$ cat config.mk
export PLATFORM = sky130hd
export DESIGN_NAME = adaptive_coverage_threshold_tuner_top
export DESIGN_NICKNAME = d
export VERILOG_FILES = /design/src/rtl/core/act_pkg.sv /design/src/rtl/core/act_serdiv.sv /design/src/rtl/core/adaptive_coverage_threshold_tuner_top.sv
export SDC_FILE = /design/constraint.sdc
export NUM_CORES = 1
export LEC_CHECK = 0
export ABC_CLOCK_PERIOD_IN_PS = 6500
export BUFFER_PORTS_ARGS = -buffer_cell sky130_fd_sc_hd__buf_2
export CORE_ASPECT_RATIO = 0.6
export CORE_MARGIN = 10
export CORE_UTILIZATION = 30
export CTS_CLUSTER_SIZE = 16
export DETAILED_ROUTE_END_ITERATION = 10
export SLEW_MARGIN = 20
export SYNTH_ARGS = -nofsm -noshare
export SYNTH_HDL_FRONTEND = slang
export SYNTH_HIERARCHICAL = 1
export SYNTH_SLANG_ARGS = --single-unit
$ cat constraint.sdc
create_clock -name clk -period 6.5 [get_ports clk]
set_input_delay 1.625 -clock clk [delete_from_list [all_inputs] [get_ports clk]]
set_output_delay 1.625 -clock clk [all_outputs]
set_load 0.01 [all_outputs]
$ cat src/rtl/core/act_pkg.sv
// Shared types and constants for the adaptive coverage threshold tuner.
// Used by act_serdiv, adaptive_coverage_threshold_tuner_top and the testbench; no dependencies.
`timescale 1ns / 1ps
`default_nettype none

package act_pkg;

	localparam int MAX_LEVELS_DEF = 8;

	localparam int DVD_W   = 32;  // dividend width (positive score difference)
	localparam int DIV_W   = 24;  // divisor width (score_span / 255 fits here)
	localparam int QUANT_W = 8;
	localparam int CNT_W   = $clog2(DVD_W);

	// floor(x / 255) == (x * RECIP_MAGIC) >> RECIP_SHIFT for any 32-bit x
	localparam logic [31:0] RECIP_MAGIC = 32'h8080_8081;
	localparam int          RECIP_SHIFT = 39;

	localparam logic [15:0] BLEND_KEEP = 16'd223;   // 255 - 32
	localparam logic [15:0] BLEND_ADD  = 16'd8160;  // 255 * 32

	localparam logic [7:0] QUANT_MAX     = 8'd255;
	localparam logic [7:0] QUANT_NEUTRAL = 8'd128;
	localparam logic [7:0] QUANT_MIN     = 8'd0;
	localparam logic [3:0] PHASE_LAST    = 4'd9;
	localparam logic [7:0] THR_RAISE_LIM = 8'd250;
	localparam logic [7:0] THR_LOWER_LIM = 8'd5;
	localparam logic [7:0] THR_RAISE_STEP = 8'd2;
	localparam logic [7:0] THR_LOWER_STEP = 8'd1;
	localparam logic [8:0] COV_MARGIN    = 9'd20;

	localparam logic REQ_UPDATE = 1'b0;
	localparam logic REQ_LOAD   = 1'b1;

	localparam logic STAT_OK    = 1'b0;
	localparam logic STAT_RANGE = 1'b1;

	typedef enum logic [1:0] {
		REG_SCORE_MIN  = 2'd0,
		REG_SCORE_SPAN = 2'd1,
		REG_TARGET     = 2'd2,
		REG_LEVELS     = 2'd3
	} cfg_reg_t;

	typedef enum logic [2:0] {
		ST_IDLE,
		ST_PREP,
		ST_SETUP,
		ST_DIV,
		ST_FIN,
		ST_OUT
	} state_t;

	typedef struct packed {
		logic               start;
		logic [DVD_W-1:0]   dividend;
		logic [DIV_W-1:0]   divisor;
	} div_req_t;

	typedef struct packed {
		logic               done;
		logic [QUANT_W-1:0] quot;
	} div_rsp_t;

endpackage

`default_nettype wire

$ cat src/rtl/core/act_serdiv.sv
// Bit-serial restoring divider: one quotient bit per cycle, quotient clamped to 8 bits.
// Depends on act_pkg for widths and the request/response structs.
`timescale 1ns / 1ps
`default_nettype none

module act_serdiv (
	input  wire logic             clk,
	input  wire logic             arst_n,
	input  wire act_pkg::div_req_t req,
	output act_pkg::div_rsp_t     rsp
);

	logic                        busy_q;
	logic                        done_q;
	logic [act_pkg::CNT_W-1:0]   cnt_q;
	logic [act_pkg::DVD_W-1:0]   dvd_q;
	logic [act_pkg::DIV_W-1:0]   dvs_q;
	logic [act_pkg::DIV_W-1:0]   rem_q;
	logic [act_pkg::QUANT_W-1:0] quo_q;
	logic                        ovf_q;

	logic [act_pkg::DIV_W:0]     trial;
	logic [act_pkg::DIV_W:0]     diff;
	logic                        ge;
	logic                        last;

	assign trial = {rem_q, dvd_q[act_pkg::DVD_W-1]};
	assign ge    = trial >= {1'b0, dvs_q};
	assign diff  = trial - {1'b0, dvs_q};
	assign last  = cnt_q == act_pkg::CNT_W'(act_pkg::DVD_W - 1);

	always_ff @(posedge clk or negedge arst_n) begin
		if (!arst_n) begin
			busy_q <= 1'b0;
			done_q <= 1'b0;
			cnt_q  <= '0;
		end else begin
			done_q <= busy_q && last;
			if (req.start) begin
				busy_q <= 1'b1;
				cnt_q  <= '0;
			end else if (busy_q) begin
				cnt_q <= cnt_q + 1'b1;
				if (last) begin
					busy_q <= 1'b0;
				end
			end
		end
	end

	always_ff @(posedge clk) begin
		if (req.start) begin
			dvd_q <= req.dividend;
			dvs_q <= req.divisor;
			rem_q <= '0;
			quo_q <= '0;
			ovf_q <= 1'b0;
		end else if (busy_q) begin
			dvd_q <= {dvd_q[act_pkg::DVD_W-2:0], 1'b0};
			rem_q <= ge ? diff[act_pkg::DIV_W-1:0] : trial[act_pkg::DIV_W-1:0];
			ovf_q <= ovf_q | quo_q[act_pkg::QUANT_W-1];
			quo_q <= {quo_q[act_pkg::QUANT_W-2:0], ge};
		end
	end

	assign rsp = {done_q, (ovf_q ? act_pkg::QUANT_MAX : quo_q)};

endmodule

`default_nettype wire

$ cat src/rtl/core/adaptive_coverage_threshold_tuner_top.sv
// Adaptive coverage threshold tuner: per-level coverage EMA and threshold nudging.
// A dividing update passes PREP, SETUP, the serial divider (DIV), FIN and OUT; any
// other update skips the divider, and a load or a rejected level also skips SETUP.
// Only one transaction is in flight: no new one is accepted until its result leaves OUT.
// Reset clears config to defaults, all level entries to zero (valid bits) and the phase counter.
// Depends on act_pkg and act_serdiv.
`timescale 1ns / 1ps
`default_nettype none

module adaptive_coverage_threshold_tuner_top #(
	parameter int MAX_LEVELS = act_pkg::MAX_LEVELS_DEF
) (
	input  wire logic        clk,
	input  wire logic        arst_n,

	input  wire logic        cfg_valid,
	output logic             cfg_ready,
	input  wire logic [1:0]  cfg_index,
	input  wire logic [31:0] cfg_data,

	input  wire logic        in_valid,
	output logic             in_stall,
	input  wire logic        req_type,
	input  wire logic [7:0]  level,
	input  wire logic signed [31:0] score,
	input  wire logic        was_correct,
	input  wire logic [7:0]  load_value,

	output logic             out_valid,
	input  wire logic        out_stall,
	output logic             status,
	output logic [7:0]       score_code,
	output logic [7:0]       coverage_now,
	output logic [7:0]       threshold_now,
	output logic             was_adjusted
);

	localparam int LVL_W = (MAX_LEVELS > 1) ? $clog2(MAX_LEVELS) : 1;

	act_pkg::state_t   state_q, state_d;
	act_pkg::div_req_t div_req;
	act_pkg::div_rsp_t div_rsp;
	logic              div_start;

	logic signed [31:0] min_q;
	logic signed [31:0] span_q;
	logic [7:0]         target_q;
	logic [3:0]         levels_q;

	logic [7:0] thr_mem [MAX_LEVELS];
	logic [7:0] cov_mem [MAX_LEVELS];
	logic [MAX_LEVELS-1:0] vld_q;

	logic        req_q;
	logic [7:0]  lvl_q;
	logic        ok_q;
	logic        corr_q;
	logic [7:0]  load_q;
	logic signed [32:0] diff_q;
	logic [7:0]  rd_thr_q;
	logic [7:0]  rd_cov_q;
	logic        rd_vld_q;
	logic [63:0] recip_q;
	logic [15:0] bsum_q;
	logic        div_zero_q;
	logic [7:0]  cov_new_q;
	logic [3:0]  phase_q;

	logic       stat_q;
	logic [7:0] qs_q;
	logic [7:0] cov_out_q;
	logic [7:0] thr_out_q;
	logic       adj_q;

	logic             accept;
	logic             level_ok;
	logic [LVL_W-1:0] rd_idx;
	logic [LVL_W-1:0] wr_idx;
	logic [7:0]       old_thr;
	logic [7:0]       old_cov;
	logic [63:0]      recip_d;
	logic [act_pkg::DIV_W-1:0] div_now;
	logic [16:0]      blend_rnd;
	logic             span_pos;
	logic             diff_pos;
	logic             is_update;
	logic [7:0]       quant;
	logic [7:0]       thr_new;
	logic [7:0]       cov_new;
	logic             adj_new;

	assign cfg_ready = 1'b1;

	always_ff @(posedge clk or negedge arst_n) begin
		if (!arst_n) begin
			min_q    <= '0;
			span_q   <= 32'sd65280;
			target_q <= 8'd230;
			levels_q <= 4'd1;
		end else if (cfg_valid && cfg_ready) begin
			unique case (act_pkg::cfg_reg_t'(cfg_index))
				act_pkg::REG_SCORE_MIN:  min_q    <= cfg_data;
				act_pkg::REG_SCORE_SPAN: span_q   <= cfg_data;
				act_pkg::REG_TARGET:     target_q <= cfg_data[7:0];
				act_pkg::REG_LEVELS:     levels_q <= cfg_data[3:0];
			endcase
		end
	end

	assign accept    = in_valid && !in_stall;
	assign level_ok  = (level < {4'd0, levels_q}) && (level < 8'(MAX_LEVELS));
	assign rd_idx    = level[LVL_W-1:0];
	assign wr_idx    = lvl_q[LVL_W-1:0];
	assign old_thr   = rd_vld_q ? rd_thr_q : 8'd0;
	assign old_cov   = rd_vld_q ? rd_cov_q : 8'd0;
	assign recip_d   = {32'd0, span_q} * {32'd0, act_pkg::RECIP_MAGIC};
	assign div_now   = recip_q[act_pkg::RECIP_SHIFT +: act_pkg::DIV_W];
	assign blend_rnd = {1'b0, bsum_q} + 17'd1 + {9'd0, bsum_q[15:8]};
	assign span_pos  = !span_q[31] && (span_q != 32'sd0);
	assign diff_pos  = !diff_q[32] && (diff_q != 33'sd0);
	assign is_update = ok_q && (req_q == act_pkg::REQ_UPDATE);

	assign div_req = {div_start, diff_q[31:0], div_now};

	always_ff @(posedge clk or negedge arst_n) begin
		if (!arst_n) begin
			state_q <= act_pkg::ST_IDLE;
		end else begin
			state_q <= state_d;
		end
	end

	always_comb begin
		state_d   = state_q;
		in_stall  = 1'b1;
		out_valid = 1'b0;
		div_start = 1'b0;
		unique case (state_q)
			act_pkg::ST_IDLE: begin
				in_stall = 1'b0;
				if (in_valid) begin
					state_d = act_pkg::ST_PREP;
				end
			end
			act_pkg::ST_PREP: begin
				state_d = is_update ? act_pkg::ST_SETUP : act_pkg::ST_FIN;
			end
			act_pkg::ST_SETUP: begin
				if (span_pos && diff_pos && (div_now != '0)) begin
					div_start = 1'b1;
					state_d   = act_pkg::ST_DIV;
				end else begin
					state_d = act_pkg::ST_FIN;
				end
			end
			act_pkg::ST_DIV: begin
				if (div_rsp.done) begin
					state_d = act_pkg::ST_FIN;
				end
			end
			act_pkg::ST_FIN: begin
				state_d = act_pkg::ST_OUT;
			end
			act_pkg::ST_OUT: begin
				out_valid = 1'b1;
				if (!out_stall) begin
					state_d = act_pkg::ST_IDLE;
				end
			end
			default: begin
				state_d = act_pkg::ST_IDLE;
			end
		endcase
	end

	act_serdiv u_div (
		.clk    (clk),
		.arst_n (arst_n),
		.req    (div_req),
		.rsp    (div_rsp)
	);

	always_comb begin
		if (!span_pos) begin
			quant = act_pkg::QUANT_NEUTRAL;
		end else if (div_zero_q) begin
			quant = diff_pos ? act_pkg::QUANT_MAX : act_pkg::QUANT_MIN;
		end else if (!diff_pos) begin
			quant = act_pkg::QUANT_MIN;
		end else begin
			quant = div_rsp.quot;
		end
	end

	always_comb begin
		thr_new = old_thr;
		cov_new = old_cov;
		adj_new = 1'b0;
		if (req_q == act_pkg::REQ_LOAD) begin
			thr_new = load_q;
		end else begin
			cov_new = cov_new_q;
			if (phase_q == 4'd0) begin
				adj_new = 1'b1;
				if (cov_new_q < target_q) begin
					if (old_thr < act_pkg::THR_RAISE_LIM) begin
						thr_new = old_thr + act_pkg::THR_RAISE_STEP;
					end
				end else if ({1'b0, cov_new_q} > ({1'b0, target_q} + act_pkg::COV_MARGIN)) begin
					if (old_thr > act_pkg::THR_LOWER_LIM) begin
						thr_new = old_thr - act_pkg::THR_LOWER_STEP;
					end
				end
			end
		end
	end

	always_ff @(posedge clk or negedge arst_n) begin
		if (!arst_n) begin
			vld_q   <= '0;
			phase_q <= '0;
		end else if (state_q == act_pkg::ST_FIN && ok_q) begin
			vld_q[wr_idx] <= 1'b1;
			if (req_q == act_pkg::REQ_UPDATE) begin
				phase_q <= (phase_q >= act_pkg::PHASE_LAST) ? 4'd0 : phase_q + 4'd1;
			end
		end
	end

	always_ff @(posedge clk) begin
		if (state_q == act_pkg::ST_FIN && ok_q) begin
			thr_mem[wr_idx] <= thr_new;
			cov_mem[wr_idx] <= cov_new;
		end
	end

	always_ff @(posedge clk) begin
		if (accept) begin
			req_q    <= req_type;
			lvl_q    <= level;
			ok_q     <= level_ok;
			corr_q   <= was_correct;
			load_q   <= load_value;
			diff_q   <= {score[31], score} - {min_q[31], min_q};
			rd_thr_q <= thr_mem[rd_idx];
			rd_cov_q <= cov_mem[rd_idx];
			rd_vld_q <= vld_q[rd_idx];
		end
		if (state_q == act_pkg::ST_PREP) begin
			recip_q <= recip_d;
			bsum_q  <= 16'(old_cov * act_pkg::BLEND_KEEP)
				+ (corr_q ? act_pkg::BLEND_ADD : 16'd0);
		end
		if (state_q == act_pkg::ST_SETUP) begin
			div_zero_q <= div_now == '0;
			cov_new_q  <= blend_rnd[15:8];
		end
		if (state_q == act_pkg::ST_FIN) begin
			if (ok_q) begin
				stat_q    <= act_pkg::STAT_OK;
				qs_q      <= (req_q == act_pkg::REQ_UPDATE) ? quant : 8'd0;
				cov_out_q <= cov_new;
				thr_out_q <= thr_new;
				adj_q     <= adj_new;
			end else begin
				stat_q    <= act_pkg::STAT_RANGE;
				qs_q      <= 8'd0;
				cov_out_q <= 8'd0;
				thr_out_q <= 8'd0;
				adj_q     <= 1'b0;
			end
		end
	end

	assign status        = stat_q;
	assign score_code    = qs_q;
	assign coverage_now  = cov_out_q;
	assign threshold_now = thr_out_q;
	assign was_adjusted  = adj_q;

`ifndef SYNTHESIS
	a_phase_range: assert property (@(posedge clk) disable iff (!arst_n)
		phase_q <= act_pkg::PHASE_LAST)
		else $error("update phase out of range");

	a_err_zero: assert property (@(posedge clk) disable iff (!arst_n)
		out_valid && (status == act_pkg::STAT_RANGE) |->
			(score_code == 8'd0) && (coverage_now == 8'd0)
			&& (threshold_now == 8'd0) && !was_adjusted)
		else $error("rejected transaction carries nonzero result");

	a_div_start: assert property (@(posedge clk) disable iff (!arst_n)
		div_req.start |-> (state_q == act_pkg::ST_SETUP) && is_update && (div_now != '0))
		else $error("divider started outside an update");

	a_div_done: assert property (@(posedge clk) disable iff (!arst_n)
		div_rsp.done |-> (state_q == act_pkg::ST_DIV))
		else $error("divider finished while not awaited");

	a_no_accept_busy: assert property (@(posedge clk) disable iff (!arst_n)
		(state_q != act_pkg::ST_IDLE) |-> !accept)
		else $error("transaction accepted while busy");
`endif

endmodule

`default_nettype wire

==> results_dict.tcl <==
set metrics [dict create \
    synth-edff-count 323 \
    dr.pass1.iters 6 \
    syn_to_final_growth_pct 13.7 \
    cp.arrival_ps 6530 \
    grt_max_degree 69 \
    die_area_sq_um 110000 \
    ir_drop_v 0.000449 \
    rows 88 \
    syn_nets 3006 \
    numCtsBuffers 47 \
    syn_area_per_cell_sq_um 11.9 \
    placed_cell_area_sq_um 31300 \
    synth_seq_area_share_pct 44.3 \
    die_y_um 261 \
    cellPowerDensity_nw_per_um2 530 \
    skew_ps 25.3 \
    setup_tns_ps 0 \
    crit_path_start "span_q[15]" \
    final_cells 3921 \
    fillCellCount 9523 \
    hpwl_um 60600 \
    postCtsSetupBuffers 0 \
    relSlewSlack_pct 30.0 \
    synth_ff_type "edfxtp_1" \
    r2r-start "span_q[15]" \
    avgRoutedWirePerCell_um 19.8 \
    antenna_found_initial 12 \
    start_kind "register" \
    synth-async-reset-ratio_pct 21.6 \
    p_seq_share_pct 27.6 \
    p_int_mw 10.0 \
    num_io_pins 118 \
    nets 3146 \
    hold_path.class "register to register" \
    cts.sinks 454 \
    clockPowerShare_pct 16.6 \
    floorplan.initialDensity_pct 30.2 \
    hold_buffers 0 \
    postLayoutCellArea_sq_um 32900 \
    grt_pass1_wl_um 118000 \
    clk_path_buf_depth 3 \
    worstHoldStart "recip_q[52]" \
    fin_ws_ps 289 \
    h-tree-depth 2 \
    p_comb_share_pct 55.8 \
    fin_crit_ps 6210 \
    gr-total-overflow 0 \
    worst-path-max-fanout 6 \
    cts.clk_slew.worst_paths_ps 70 \
    worstSetupPathType "register to register" \
    ant_nets 0 \
    netlist_area_sq_um 29000 \
    rsz0062_at_grt "no" \
    period_share_pct 95.5 \
    required_ps 6820 \
    grt.total_usage_pct 13.8 \
    gp_congestion 0.912 \
    first_global_vias 18400 \
    drt-initial-drc-count 1563 \
    syn_inst 2438 \
    io_buffers 116 \
    max_stage_delay_ps 620 \
    synth_seq_cells 454 \
    cts_resized 0 \
    reg2reg_setup_slack_ps 290 \
    worst_setup_path_end_kind "register" \
    via_per_inst 4.90 \
    setup_viol 0 \
    drv_slew 0 \
    tightest_slew_ps 1040 \
    swShare_pct 42.7 \
    drv_cap 0 \
    layout-drive-gt1-share_pct 16.4 \
    slowest_stage "dfstp_2" \
    dp_cells 3833 \
    finalHoldViolCount 0 \
    crit_chain "ha_1 -> ha_1 -> fa_1 -> inv_1 -> fa_1 -> inv_1 -> ha_1 -> ha_1 -> ha_1 -> nand3_1 -> nor2_1 -> nand3_1 -> o21ai_0 -> o21ai_0 -> nand3_1 -> nand2_1 -> o21a_1 -> a211o_1" \
    ys_warn_count 6 \
    outcome "completed" \
    cts_root_buf "clkbuf_16" \
    max_freq_ghz 0.161 \
    cts_tree "yes" \
    postRouteWirelength_um 77800 \
    coreArea_sq_um 95900 \
    p_leak_nw 14.2 \
    place_ws_ps 529 \
    synth_cell_types 90 \
    via_count 19200 \
    p_sw_mw 7.46 \
    cpMostUsedCell "ha_1" \
    die_x_um 421 \
    drc 0 \
    clk-insertion-delay-late_ps 590 \
]
-- flip-flops by register name, indices dropped and copies added (netlist names), 16 cells and up --
| name | count |
|---|---|
| u_div/dvd_q | 32 |
| u_div/dvs_q | 24 |
| diff_q | 33 |
| u_div/rem_q | 24 |
| span_q | 32 |
| thr_mem | 64 |
| cov_mem | 64 |
| min_q | 32 |
| bsum_q | 16 |
| recip_q | 24 |
-- placed cells by master (no fill, tap or decap), types with 49 or more instances in the layout --
cell type,count
a21o_1,57
a21oi_1,107
ha_1,399
mux2_2,102
inv_1,238
xnor2_1,59
clkbuf_16,49
dfrtp_1,83
o21ai_0,99
buf_2,115
nor2_1,104
fa_1,80
edfxtp_1,323
nand2_1,152
-- Yosys cell counts, types with 11 or more instances --
library cell  count  area [sq um]
o21bai_1         16           120
nor2b_1          13          81.3
o21ai_0          99           495
ha_1            399          4990
and2_1           17           106
a21o_1           57           428
inv_1           238           893
nand2b_1         17           106
dfrtp_1          84          2100
a211oi_1         15           113
a21oi_1         107           536
mux2_2          102          1150
nor4_1           27           169
nand2_1         152           571
a311oi_1         14           123
or2_2            21           131
buf_1            11          41.3
clkbuf_1         43           161
or3_1            13          81.3
xor2_1           28           245
nand4_1          26           163
nor3_1           25           125
mux2i_1          17           170
and3_1           17           106
nand3_1          43           215
buf_2            11          55.1
nor2_1          106           398
dfstp_2          14           368
o21a_1           31           233
fa_1             80          1600
dfxtp_1          33           661
xnor2_1          59           517
mux4_2           34           766
edfxtp_1        323          9700
-- final timing paths --
check	endpoint	cells after the start
min in group asynchronous	vld_q[5]	1
hold reg to reg	u_div/dvs_q[13]	0
setup reg to reg	recip_q[62]	18
hold / removal	u_div/dvs_q[13]	0
setup / recovery	recip_q[62]	18
max in group asynchronous	min_q[30]	2
-- through the flow --
stage | power [mW] | hold slack, ps | util, %
after detailed placement | 14.4 | 440 | 32.6
after global routing | 19.0 | 470 | 34.3
final | 17.5 | 453 | 34.3
after global placement | 14.3 | 440 | 32.6
after CTS | 17.5 | 454 | 34.3
after floorplan | 11.7 | 427 | -
-- layer usage --
layer | vias to the layer above | global-route usage, % | wire [um]
met4 | 2 | 2.79 | 1240
li1 | 9213 | - | -
met2 | 598 | 17.9 | 29200
met1 | 9291 | 22.6 | 41600
met5 | - | 0 | 13
met3 | 93 | 2.93 | 5710
-- logic make-up after synthesis --
kind of cell             Yosys count  share of synthesized area [%]
other                              1                         0.0129
XOR/XNOR                          87                           2.63
buffers and inverters            307                           4.08
AO/OA/AOI/OAI                    455                           10.5
adder cells (fa/ha/maj)          479                           22.8
multiplexers                     154                           7.24
flip-flops                       454                           44.3
AND/OR/NAND/NOR                  501                           8.47
-- worst max-delay path: cells and delay by family, from the launching register on --
family / cells / cell delay (ps)
compound gates: 4 / 1410
fa+ha+maj: 7 / 2630
buf+inv: 2 / 100
flops: 1 / 620
simple gates: 5 / 1170
-- cell type report --
type	count	area [sq um]	share of cell area (%)
Clock buffer	60	1300	3.94
Timing Repair Buffer	159	926	2.81
Inverter	239	897	2.73
Tap cell	1305	1630	4.96
Clock inverter	25	333	1.01
Multi-Input combinational cell	1677	15000	45.6
Sequential cell	454	12800	39.0
Antenna cell	2	5.00	0.0152
-- power by group through the flow --
stage / registers, mW / logic, mW / clock network [mW]
floorplan: 4.67 / 7.04 / 0
global placement: 4.85 / 9.50 / 0
detailed placement: 4.86 / 9.58 / 0
CTS: 4.81 / 9.69 / 2.97
global route: 4.89 / 11.0 / 3.09
finish: 4.81 / 9.75 / 2.89
Note: power is estimated with default switching activity, not from simulation.
